**src/rtl/tilp_ram.sv**
```systemverilog
// Generic simple dual-port RAM (one write port, one read port) with registered read.
`default_nettype none
module tilp_ram #(
  parameter int unsigned Width = 8,
  parameter int unsigned Depth = 32
) (
  input  wire logic                     clk_i,
  input  wire logic                     we_i,
  input  wire logic [$clog2(Depth)-1:0] waddr_i,
  input  wire logic [Width-1:0]         wdata_i,
  input  wire logic [$clog2(Depth)-1:0] raddr_i,
  output logic      [Width-1:0]         rdata_o
);
  logic [Width-1:0] mem_q [Depth];
  always_ff @(posedge clk_i) begin
    if (we_i) begin
      mem_q[waddr_i] <= wdata_i;
    end
    rdata_o <= mem_q[raddr_i];
  end
endmodule
`default_nettype wire

```
**config.mk**
```make
export PLATFORM = sky130hd
export DESIGN_NAME = tilp_ram
export DESIGN_NICKNAME = d
export VERILOG_FILES = /design/src/rtl/tilp_ram.sv
export SDC_FILE = /design/constraint.sdc
export NUM_CORES = 1
export LEC_CHECK = 0
export BUFFER_PORTS_ARGS = -buffer_cell sky130_fd_sc_hd__buf_2
export CORE_MARGIN = 2
export CORE_UTILIZATION = 55
export CTS_CLUSTER_SIZE = 28
export DETAILED_ROUTE_END_ITERATION = 10
export PLACE_DENSITY = 0.8
export SETUP_SLACK_MARGIN = 0.3
export SYNTH_ARGS = -nofsm -noshare
export SYNTH_HDL_FRONTEND = slang
export SYNTH_SLANG_ARGS = --single-unit
```
**constraint.sdc**
```tcl
create_clock -name clk_i -period 1.9 [get_ports clk_i]
set_clock_uncertainty 0.05 [all_clocks]
set_input_delay 0.095 -clock clk_i [delete_from_list [all_inputs] [get_ports clk_i]]
set_output_delay 0.095 -clock clk_i [all_outputs]
set_load 0.01 [all_outputs]
```
==> impl_results.rst <==
.. list-table::
   :header-rows: 1

   * - Metric
     - Value
   * - Timing-limited maximum frequency
     - about 530 MHz
   * - Yosys warns
     - 0
   * - TritonCTS Sinks
     - around 260
   * - Number of register bits inferred by synthesis
     - 264
   * - Final worst path period share
     - between 90 and 100%
   * - Sequential element share of the synthesized area
     - 78.1%
   * - Crit path capture type
     - register
   * - Routed WL
     - 19700 um
   * - Pin slew with the least headroom to its limit
     - between 0.6 and 0.7 ns
   * - Critical path data required time
     - roughly 2.3 ns
   * - Final routed wire length divided by cell count
     - between 20 and 30 um
   * - Number of antenna violations at the first check in global routing
     - 0
   * - Highest fanout seen on the critical path
     - 1
   * - Count of final setup violators
     - 0
   * - Syn Inst Count
     - approximately 420
   * - Total via count in the routed design
     - ~4600
   * - Worst Hold Margin
     - around 0.075 ns
   * - Post-synthesis area per instance
     - between 20 and 25 um^2
   * - Kind of launch point of the worst setup path
     - register
   * - Routed vias/inst
     - 6.24
   * - Inserted Diodes
     - 0
   * - Number of top-level design ports
     - 28
   * - Number of input and output port buffers inserted
     - 27
   * - Setup crit end
     - rdata_o[2]
   * - DRC
     - 0
   * - Max clock buf depth
     - 3
   * - Detailed-router iteration count before antenna repair
     - 5
   * - Pins Over Slew Limit
     - 0
   * - Total power divided by cell area
     - about 1000 nW/um^2
   * - Leakage power
     - ~3.7 nW
   * - Status
     - complete, no violations
   * - Share of the synthesized area in the top cell type
     - ~76%
   * - Pin count of the biggest net entering global routing
     - 38
   * - Hpwl dp
     - between 10000 and 15000 um
   * - Final Hold Vio Count
     - 0
   * - Library cell used as clock root buffer
     - clkbuf_16
   * - Number of nets with antenna violations after detailed routing
     - 0
   * - Unrepaired setup endpoints after global routing
     - true
   * - Commonest cells after routing, fill and taps aside
     - 256 x edfxtp_1, 80 x mux4_2, 36 x buf_4
   * - Clk slew on worst S/H paths
     - ~0.060 ns
   * - Worst hold path class
     - in -> reg
   * - Number of global-route vias before repair
     - slightly below 5000
   * - Area growth from synthesis to layout
     - 14.7%
   * - Total power consumption of the routed design
     - roughly 12 mW
   * - Minimum clock period
     - 1.89 ns
   * - Post-synth net total
     - ~440
   * - Chip Width
     - about 140 um
   * - Max-cap violations
     - 0
   * - Die Outline Area
     - 19400 um^2
   * - TritonCTS buffer count
     - 25
   * - Worst reg-to-reg setup slack
     - around 0.0085 ns
   * - Die span in y
     - roughly 140 um
   * - Most common library cell in the layout ignoring fill and taps
     - edfxtp_1
   * - Top cells by area in the synthesized netlist
     - edfxtp_1 76%, mux4_2 18%, dfxtp_1 1.6%
   * - Peak VDD IR
     - roughly 810 uV
   * - Post-synth cell types
     - 15
   * - TritonCTS clock tree
     - built
   * - Later-pin clock latency in the skew report
     - 0.52 ns
   * - Deepest level of the CTS H-tree
     - 1
   * - Global-route wire length before repair
     - between 30000 and 40000 um
   * - Nets@finish
     - 513
   * - Fillcell total
     - 1100
   * - Origin of the critical flop-to-flop path
     - mem_q[21][2]
   * - Worst setup slack after layout
     - ~0.0085 ns
   * - CORE AREA
     - 18000 um^2
   * - Standard-cell rows
     - slightly below 50
   * - Worst slew margin relative to its limit
     - between 50% and 60%
   * - Cell accounting for the most synthesized area
     - edfxtp_1
   * - Final weighted congestion in routability-driven placement
     - 0.777
   * - Kind of critical path
     - reg -> reg
   * - Share of post-route cells with drive strength above 1
     - between 30% and 40%
   * - Worst endpoint data arrival time
     - ~2.2 ns
   * - Number of cells traversed by the worst register-to-register path
     - 3
   * - Pre-CTS WS
     - -0.192 ns
   * - 1st-iter DRT viols
     - 436
   * - CP startpoint
     - mem_q[21][2]
   * - Reg-to-reg critical path endpoint
     - rdata_o[2]
   * - Overall global routing resource usage
     - between 20% and 30%
   * - Effective utilization at floorplan
     - between 50% and 60%
   * - Synthesized area
     - approximately 10000 um^2
   * - GRT overflow
     - 0
repair_timing:
| item | 4_1_cts | 5_1_grt |
|---|---|---|
| hold buffers | 1 | 0 |
| buffers inserted | 0 | 0 |
| endpoints found under the setup margin | 8 | 8 |
| endpoints found under the hold margin | 7 | 0 |
| resized for setup | 2 | 0 |
cells in the mapped netlist, drive strengths merged:
cell type / count
buf: 14
clkbuf: 6
dfxtp: 8
edfxtp: 256
mux2: 8
mux4: 80
nand2: 1
nand3: 2
nand3b: 5
nor2: 33
or3: 1
or3b: 3
flip-flops by register name, summed over array words and instances, names as in the netlist:
name,count
mem_q,256
rdata_o,8
power breakdown:
group | switching (mW) | leakage, nW | internal, mW | total, mW
clock network | 1.97 | 0.371 | 2.68 | 4.66
logic | 0.346 | 0.958 | 0.293 | 0.639
registers | 0.0267 | 2.37 | 6.48 | 6.50
stage by stage:
stage	util, %	setup TNS (ns)	std cells	cell area [um^2]
3_5_place_dp	59.9	-1.06	694	10800
5_1_grt	64.2	-0.0252	740	11500
6_report	64.2	0	740	11500
3_3_place_gp	59.9	-0.974	694	10800
4_1_cts	64.2	-0.000397	740	11500
2_1_floorplan	-	0	417	10200
area by class of cell:
cell class / instances / area (um^2) / area share (%)
Clock inverter: 13 / 110 / 0.955
Multi-Input combinational cell: 133 / 2110 / 18.3
Timing Repair Buffer: 69 / 531 / 4.60
Tap cell: 229 / 287 / 2.48
Clock buffer: 32 / 652 / 5.65
Sequential cell: 264 / 7850 / 68.0
per-layer routing:
| metal | up-vias | track usage, % | part of all wire (%) | wire [um] |
|---|---|---|---|---|
| li1 | 1925 | - | - | - |
| met1 | 2460 | 32.3 | 41 | 8140 |
| met2 | 206 | 33.3 | 49 | 9650 |
| met3 | 24 | 3.59 | 7.9 | 1550 |
| met4 | 0 | 5.74 | 1.8 | 362 |
| met5 | - | 0 | 0 | 0 |
how the worst min path moves through the flow:
stage          startpoint            to  slack, ns  cells after the start
2_1_floorplan  wdata_i[0]   mem_q[0][0]       0.14                      0
3_3_place_gp   rdata_o[4]    rdata_o[4]       0.45                      1
3_5_place_dp   rdata_o[2]    rdata_o[2]       0.44                      1
4_1_cts        wdata_i[7]  mem_q[26][7]       0.06                      1
5_1_grt        wdata_i[6]   mem_q[6][6]        0.1                      1
6_report       wdata_i[0]  mem_q[27][0]       0.07                      1
cell families (layout without fill, tap and decap cells):
logic type,count (synthesis),after routing,share of synthesized area (%)
AND/OR/NAND/NOR,45,45,2.07
buffers and inverters,20,114,1.06
multiplexers,88,88,18.8
flip-flops,264,264,78.1
worst max-delay path: stages (launching register included):
cell	delay, ns
edfxtp_1	0.39
mux4_2	0.53
mux4_2	0.53
mux2_4	0.29
Note: power is estimated with default switching activity, not from simulation.
