<file path="src/rtl/tilp_div.sv">
// Serial restoring divider: 52-bit dividend by 32-bit divisor, saturated Q1.15 result.
`default_nettype none
module tilp_div (
  input  wire logic        clk_i,
  input  wire logic        rst_ni,
  input  wire logic        go_i,
  input  wire logic [51:0] num_i,
  input  wire logic [31:0] den_i,
  output logic             done_o,
  output logic [15:0]      quot_o
);
  logic [5:0]  cnt_q, cnt_d;
  logic        busy_q, busy_d;
  logic [51:0] num_q, num_d;
  logic [51:0] quo_q, quo_d;
  logic [32:0] rem_q, rem_d;
  logic [31:0] den_q, den_d;
  logic [32:0] sh;
  logic        ge;
  logic [51:0] quo_s;

  // done_o and quot_o depend on registered state only, never on go_i
  assign sh     = {rem_q[31:0], num_q[51]};
  assign ge     = (sh >= {1'b0, den_q});
  assign quo_s  = {quo_q[50:0], ge};
  assign done_o = busy_q && (cnt_q == 6'd1);
  assign quot_o = (quo_s[51:16] != '0) ? 16'hFFFF : quo_s[15:0];

  always_comb begin
    busy_d = busy_q;
    cnt_d  = cnt_q;
    num_d  = num_q;
    quo_d  = quo_q;
    rem_d  = rem_q;
    den_d  = den_q;
    if (go_i) begin
      busy_d = 1'b1;
      cnt_d  = 6'd52;
      num_d  = num_i;
      den_d  = den_i;
      rem_d  = '0;
      quo_d  = '0;
    end else if (busy_q) begin
      num_d = {num_q[50:0], 1'b0};
      rem_d = ge ? (sh - {1'b0, den_q}) : sh;
      quo_d = quo_s;
      cnt_d = cnt_q - 6'd1;
      if (cnt_q == 6'd1) begin
        busy_d = 1'b0;
      end
    end
  end

  always_ff @(posedge clk_i or negedge rst_ni) begin
    if (!rst_ni) begin
      busy_q <= 1'b0;
      cnt_q  <= '0;
    end else begin
      busy_q <= busy_d;
      cnt_q  <= cnt_d;
    end
  end

  always_ff @(posedge clk_i) begin
    num_q <= num_d;
    quo_q <= quo_d;
    rem_q <= rem_d;
    den_q <= den_d;
  end
endmodule
`default_nettype wire

</file>
<file path="config.mk">
export PLATFORM = sky130hd
export DESIGN_NAME = tilp_div
export DESIGN_NICKNAME = d
export VERILOG_FILES = /design/src/rtl/tilp_div.sv
export SDC_FILE = /design/constraint.sdc
export NUM_CORES = 1
export LEC_CHECK = 0
export BUFFER_PORTS_ARGS = -buffer_cell sky130_fd_sc_hd__buf_2
export CORE_MARGIN = 5
export CORE_UTILIZATION = 42
export DETAILED_ROUTE_END_ITERATION = 16
export GPL_TIMING_DRIVEN = 0
export PLACE_DENSITY_LB_ADDON = 0.2
export SYNTH_ARGS = -nofsm -noshare
export SYNTH_HDL_FRONTEND = slang
export SYNTH_SLANG_ARGS = --single-unit
export TNS_END_PERCENT = 5
</file>
<file path="constraint.sdc">
create_clock -name clk_i -period 3.53 [get_ports clk_i]
set_clock_uncertainty 0.2 [all_clocks]
set_input_delay 1.059 -clock clk_i [delete_from_list [all_inputs] [get_ports clk_i]]
set_output_delay 1.059 -clock clk_i [all_outputs]
set_load 0.005 [all_outputs]
</file>
==> run_results.csv <==
group,metric,value,unit
outcome,status,"finished, violations left",
outcome,violations,"negative setup slack",
timing,slew_headroom,47.0,%
route,dr_total_vias,6333,
setup_path,worstPathArrival,2.72,ns
placed_design,io_buffers,103,
synthesis,ys_ff_latch,174,
cts,numCtsBuffers,17,
pwr,p_sw_share,24.7,%
cts,cts_root_buffer,"clkbuf_16",
global_routing,grt_pass1_wl,32000,µm
timing,finalSetupViolCount,10,
finish,final_layout_size_suffix_gt1_share,25.9,%
setup_path,slowest_stage,"a2111o_2",
timing,whs,0.255,ns
global_routing,grt-ovfl-total,0,
setup_path,worstPathRequired,2.27,ns
synthesis,synth_edf_count,84,
timing,setup_ws,-0.453,ns
pwr,power_density,428,nW/µm²
job,maxCapViolCount,0,
setup_path,startpoint_type,"register",
global_routing,track_usage,16.5,%
floorplan,dieArea,23800,µm²
synthesis,async_flop_share,4.02,%
floorplan,rows,52,
cts,path_clk_slew,0.07,ns
cts,clock_path_buffers,2,
floorplan,die_h,154,µm
timing,period_needed,3.98,ns
setup_path,path_buf_inv,2,
cts,cts-htree-levels,4,
synthesis,yosysTopAreaCell,"edfxtp_1",
setup_path,worst-path-stages,11,
route,wirelength,19700,µm
timing,tightestPinTransition,0.794,ns
synthesis,ys_warn_count,0,
placed_design,post-dp-hpwl,13800,µm
setup_path,startpoint,"den_q[4]",
setup_path,end_kind,"output port",
pwr,ir_worst_vdd,290,µV
finish,antenna_cells,0,
placed_design,post-place-cells,1189,
synthesis,ys_top_cells_by_area,"edfxtp_1 (29%), dfxtp_1 (19%), mux2_2 (6.6%), mux2i_1 (5.7%), ha_1 (4.9%)",
setup_path,worst-setup-path-type,"reg -> out",
synthesis,ys_top_cells_by_count,"nor2_1 (93), edfxtp_1 (84), dfxtp_1 (83)",
timing,fmax,251,MHz
cts,cts_tree,"built",
pwr,p_seq_share,51.1,%
route,via_per_inst,5.14,
pwr,power_switching,1.09,mW
synthesis,syn_area_per_cell,10.7,µm²
floorplan,coreArea,20400,µm²
floorplan,pin_count,104,
setup_path,crit_path_max_incr_delay,0.55,ns
cts,clock-sinks,174,
synthesis,synth_cell_types,64,
timing,period_share,113,%
timing,rsz0062_at_grt,"true",
synthesis,synth_seq_area_share,49.8,%
setup_path,path_common_cell,"nand3_4",
finish,areaGrowthSynthToFinish,18.4,%
pwr,p_comb_share,8.2,%
pwr,p_int,3.34,mW
route,drt_iter0_markers,340,
pwr,power_leakage,4.64,nW
placed_design,gp_congestion,0.854,
floorplan,chipWidth,154,µm
setup_path,rr_startpoint,"rem_q[7]",
setup_path,crit_chain,"inv_2, ha_4, a21o_1, a31o_1, a41o_1, a2111o_2, nand3_4, nand3_4, nand2_4, nand2_1, buf_2",
synthesis,yosysTopAreaCellShare,28.8,%
finish,fin_cells,1232,
floorplan,initial_core_util,43.0,%
pwr,pwr-share-clk,40.7,%
route,drc,0,
route,wire_per_inst,16.0,µm
global_routing,grt_pass1_vias,6289,
worst_hold_path,hold_class,"in -> async",
pwr,power.total,4.43,mW
synthesis,syn_inst,816,
finish,fin_nets,1071,
setup_path,r2r.worst_path.cells,15,
timing,hold_viol_final,0,
setup_path,cp_max_fo,4,
synthesis,synthFlopType,"edfxtp_1",
global_routing,antenna_found_initial,2,
synthesis,syn_nets,938,
timing,finalMaxSlewViolations,0,
route,antenna_left,0,
synthesis,syn_area,8750,µm²
global_routing,grt_max_degree,35,
setup_path,crit_family,"compound AO/OA/AOI/OAI gates",
cts,clk_latency,0.43,ns
synthesis,yosysMostFrequentCell,"nor2_1",
route,drtPass1Iterations,4,
worst reg2reg max path, stage by stage (launching register included):
cell	delay (ns)
dfxtp_1	0.35
ha_1	0.29
buf_2	0.17
nand2_1	0.06
o21ai_0	0.25
nor4b_4	0.27
a2111o_2	0.20
nand3_4	0.11
buf_4	0.16
buf_4	0.15
and3_4	0.16
nor2_2	0.13
buf_6	0.18
buf_6	0.18
nand2_1	0.09
a311oi_2	0.25
final timing paths:
check | to | slack (ns)
worst min register to register | rem_q[1] | 0.30
worst max register to register | rem_q[24] | 0.24
worst max-delay path | quot_o[0] | -0.45
worst min-delay path | cnt_q[3] | 0.26
min in group clk_i | rem_q[1] | 0.30
max in group asynchronous | busy_q | 2.71
kinds of logic after synthesis:
family / count (synthesis) / synth area share [%]
AO/OA/AOI/OAI: 133 / 11.9
multiplexers: 101 / 12.3
AND/OR/NAND/NOR: 266 / 14.3
buffers and inverters: 79 / 3.80
XOR/XNOR: 28 / 2.80
flip-flops: 174 / 49.8
adder cells (fa/ha/maj): 35 / 5.09
metrics by stage:
step | area [µm²] | worst slack [ns] | TNS, ns | utilization (%)
after floorplan | 8770 | 0.00852 | 0 | -
after global placement | 9620 | -0.958 | -61.00 | 47.3
after detailed placement | 9620 | -0.942 | -61.60 | 47.3
after CTS | 10300 | -0.546 | -1.82 | 50.6
after global routing | 10400 | -0.577 | -3.29 | 50.9
final | 10400 | -0.453 | -1.36 | 50.9
layer usage:
metal	share of wire [%]	GRT usage, %	vias up	wire [µm]
met2	45	25.9	118	8900
li1	-	-	3212	-
met4	0.75	3.41	4	147
met3	4.9	4.39	12	964
met1	49	23.2	2987	9620
met5	0.097	0	-	19
area by class of cell:
cell class,instances,area (µm²)
repair buffers,114,601
multi-input cells,564,4170
well taps,270,338
inverters,41,154
flip-flops and latches,174,4360
clock buffers,18,429
fillers,1904,10000
plain buffers,37,171
clock inverters,14,131
power by group through the flow:
| stage | registers (mW) | logic [mW] | clock network [mW] |
|---|---|---|---|
| final | 2.27 | 0.361 | 1.80 |
| after CTS | 2.27 | 0.360 | 1.86 |
| after detailed placement | 2.31 | 0.350 | 0 |
| after global placement | 2.31 | 0.348 | 0 |
| after global routing | 2.28 | 0.403 | 1.94 |
| after floorplan | 2.30 | 0.241 | 0 |
registers in the layout, indices dropped and copies added (netlist names):
register	count
den_q	32
quo_q	51
busy_q	1
cnt_q	6
rem_q	32
num_q	52
repair_timing:
item	in CTS	in global routing
pin swaps	5	5
resized for setup	17	9
endpoints found under the setup margin	68	29
gates cloned	1	0
buffers inserted	8	3
hold buffers	0	0
cells in the final DEF (no fill, tap or decap), types with 4 or more instances in the layout:
master,n
mux2_2,51
nand2_1,75
nor2_1,93
a21o_1,17
xnor2_1,14
and4_1,4
edfxtp_1,84
nor4_1,12
inv_1,40
ha_1,29
buf_1,7
clkbuf_1,25
clkbuf_16,17
buf_6,4
a311oi_2,15
a21oi_1,32
a311oi_1,9
a31oi_1,5
inv_8,4
or3_1,4
nor3_1,11
xor2_1,14
nand3_1,14
dfxtp_1,81
nand4_1,6
mux2i_1,50
or2_2,5
buf_2,104
dfrtp_1,7
o21bai_1,4
buf_4,12
o21ai_0,14
nor2b_1,4
nand2b_1,20
Note: power is estimated with default switching activity, not from simulation.
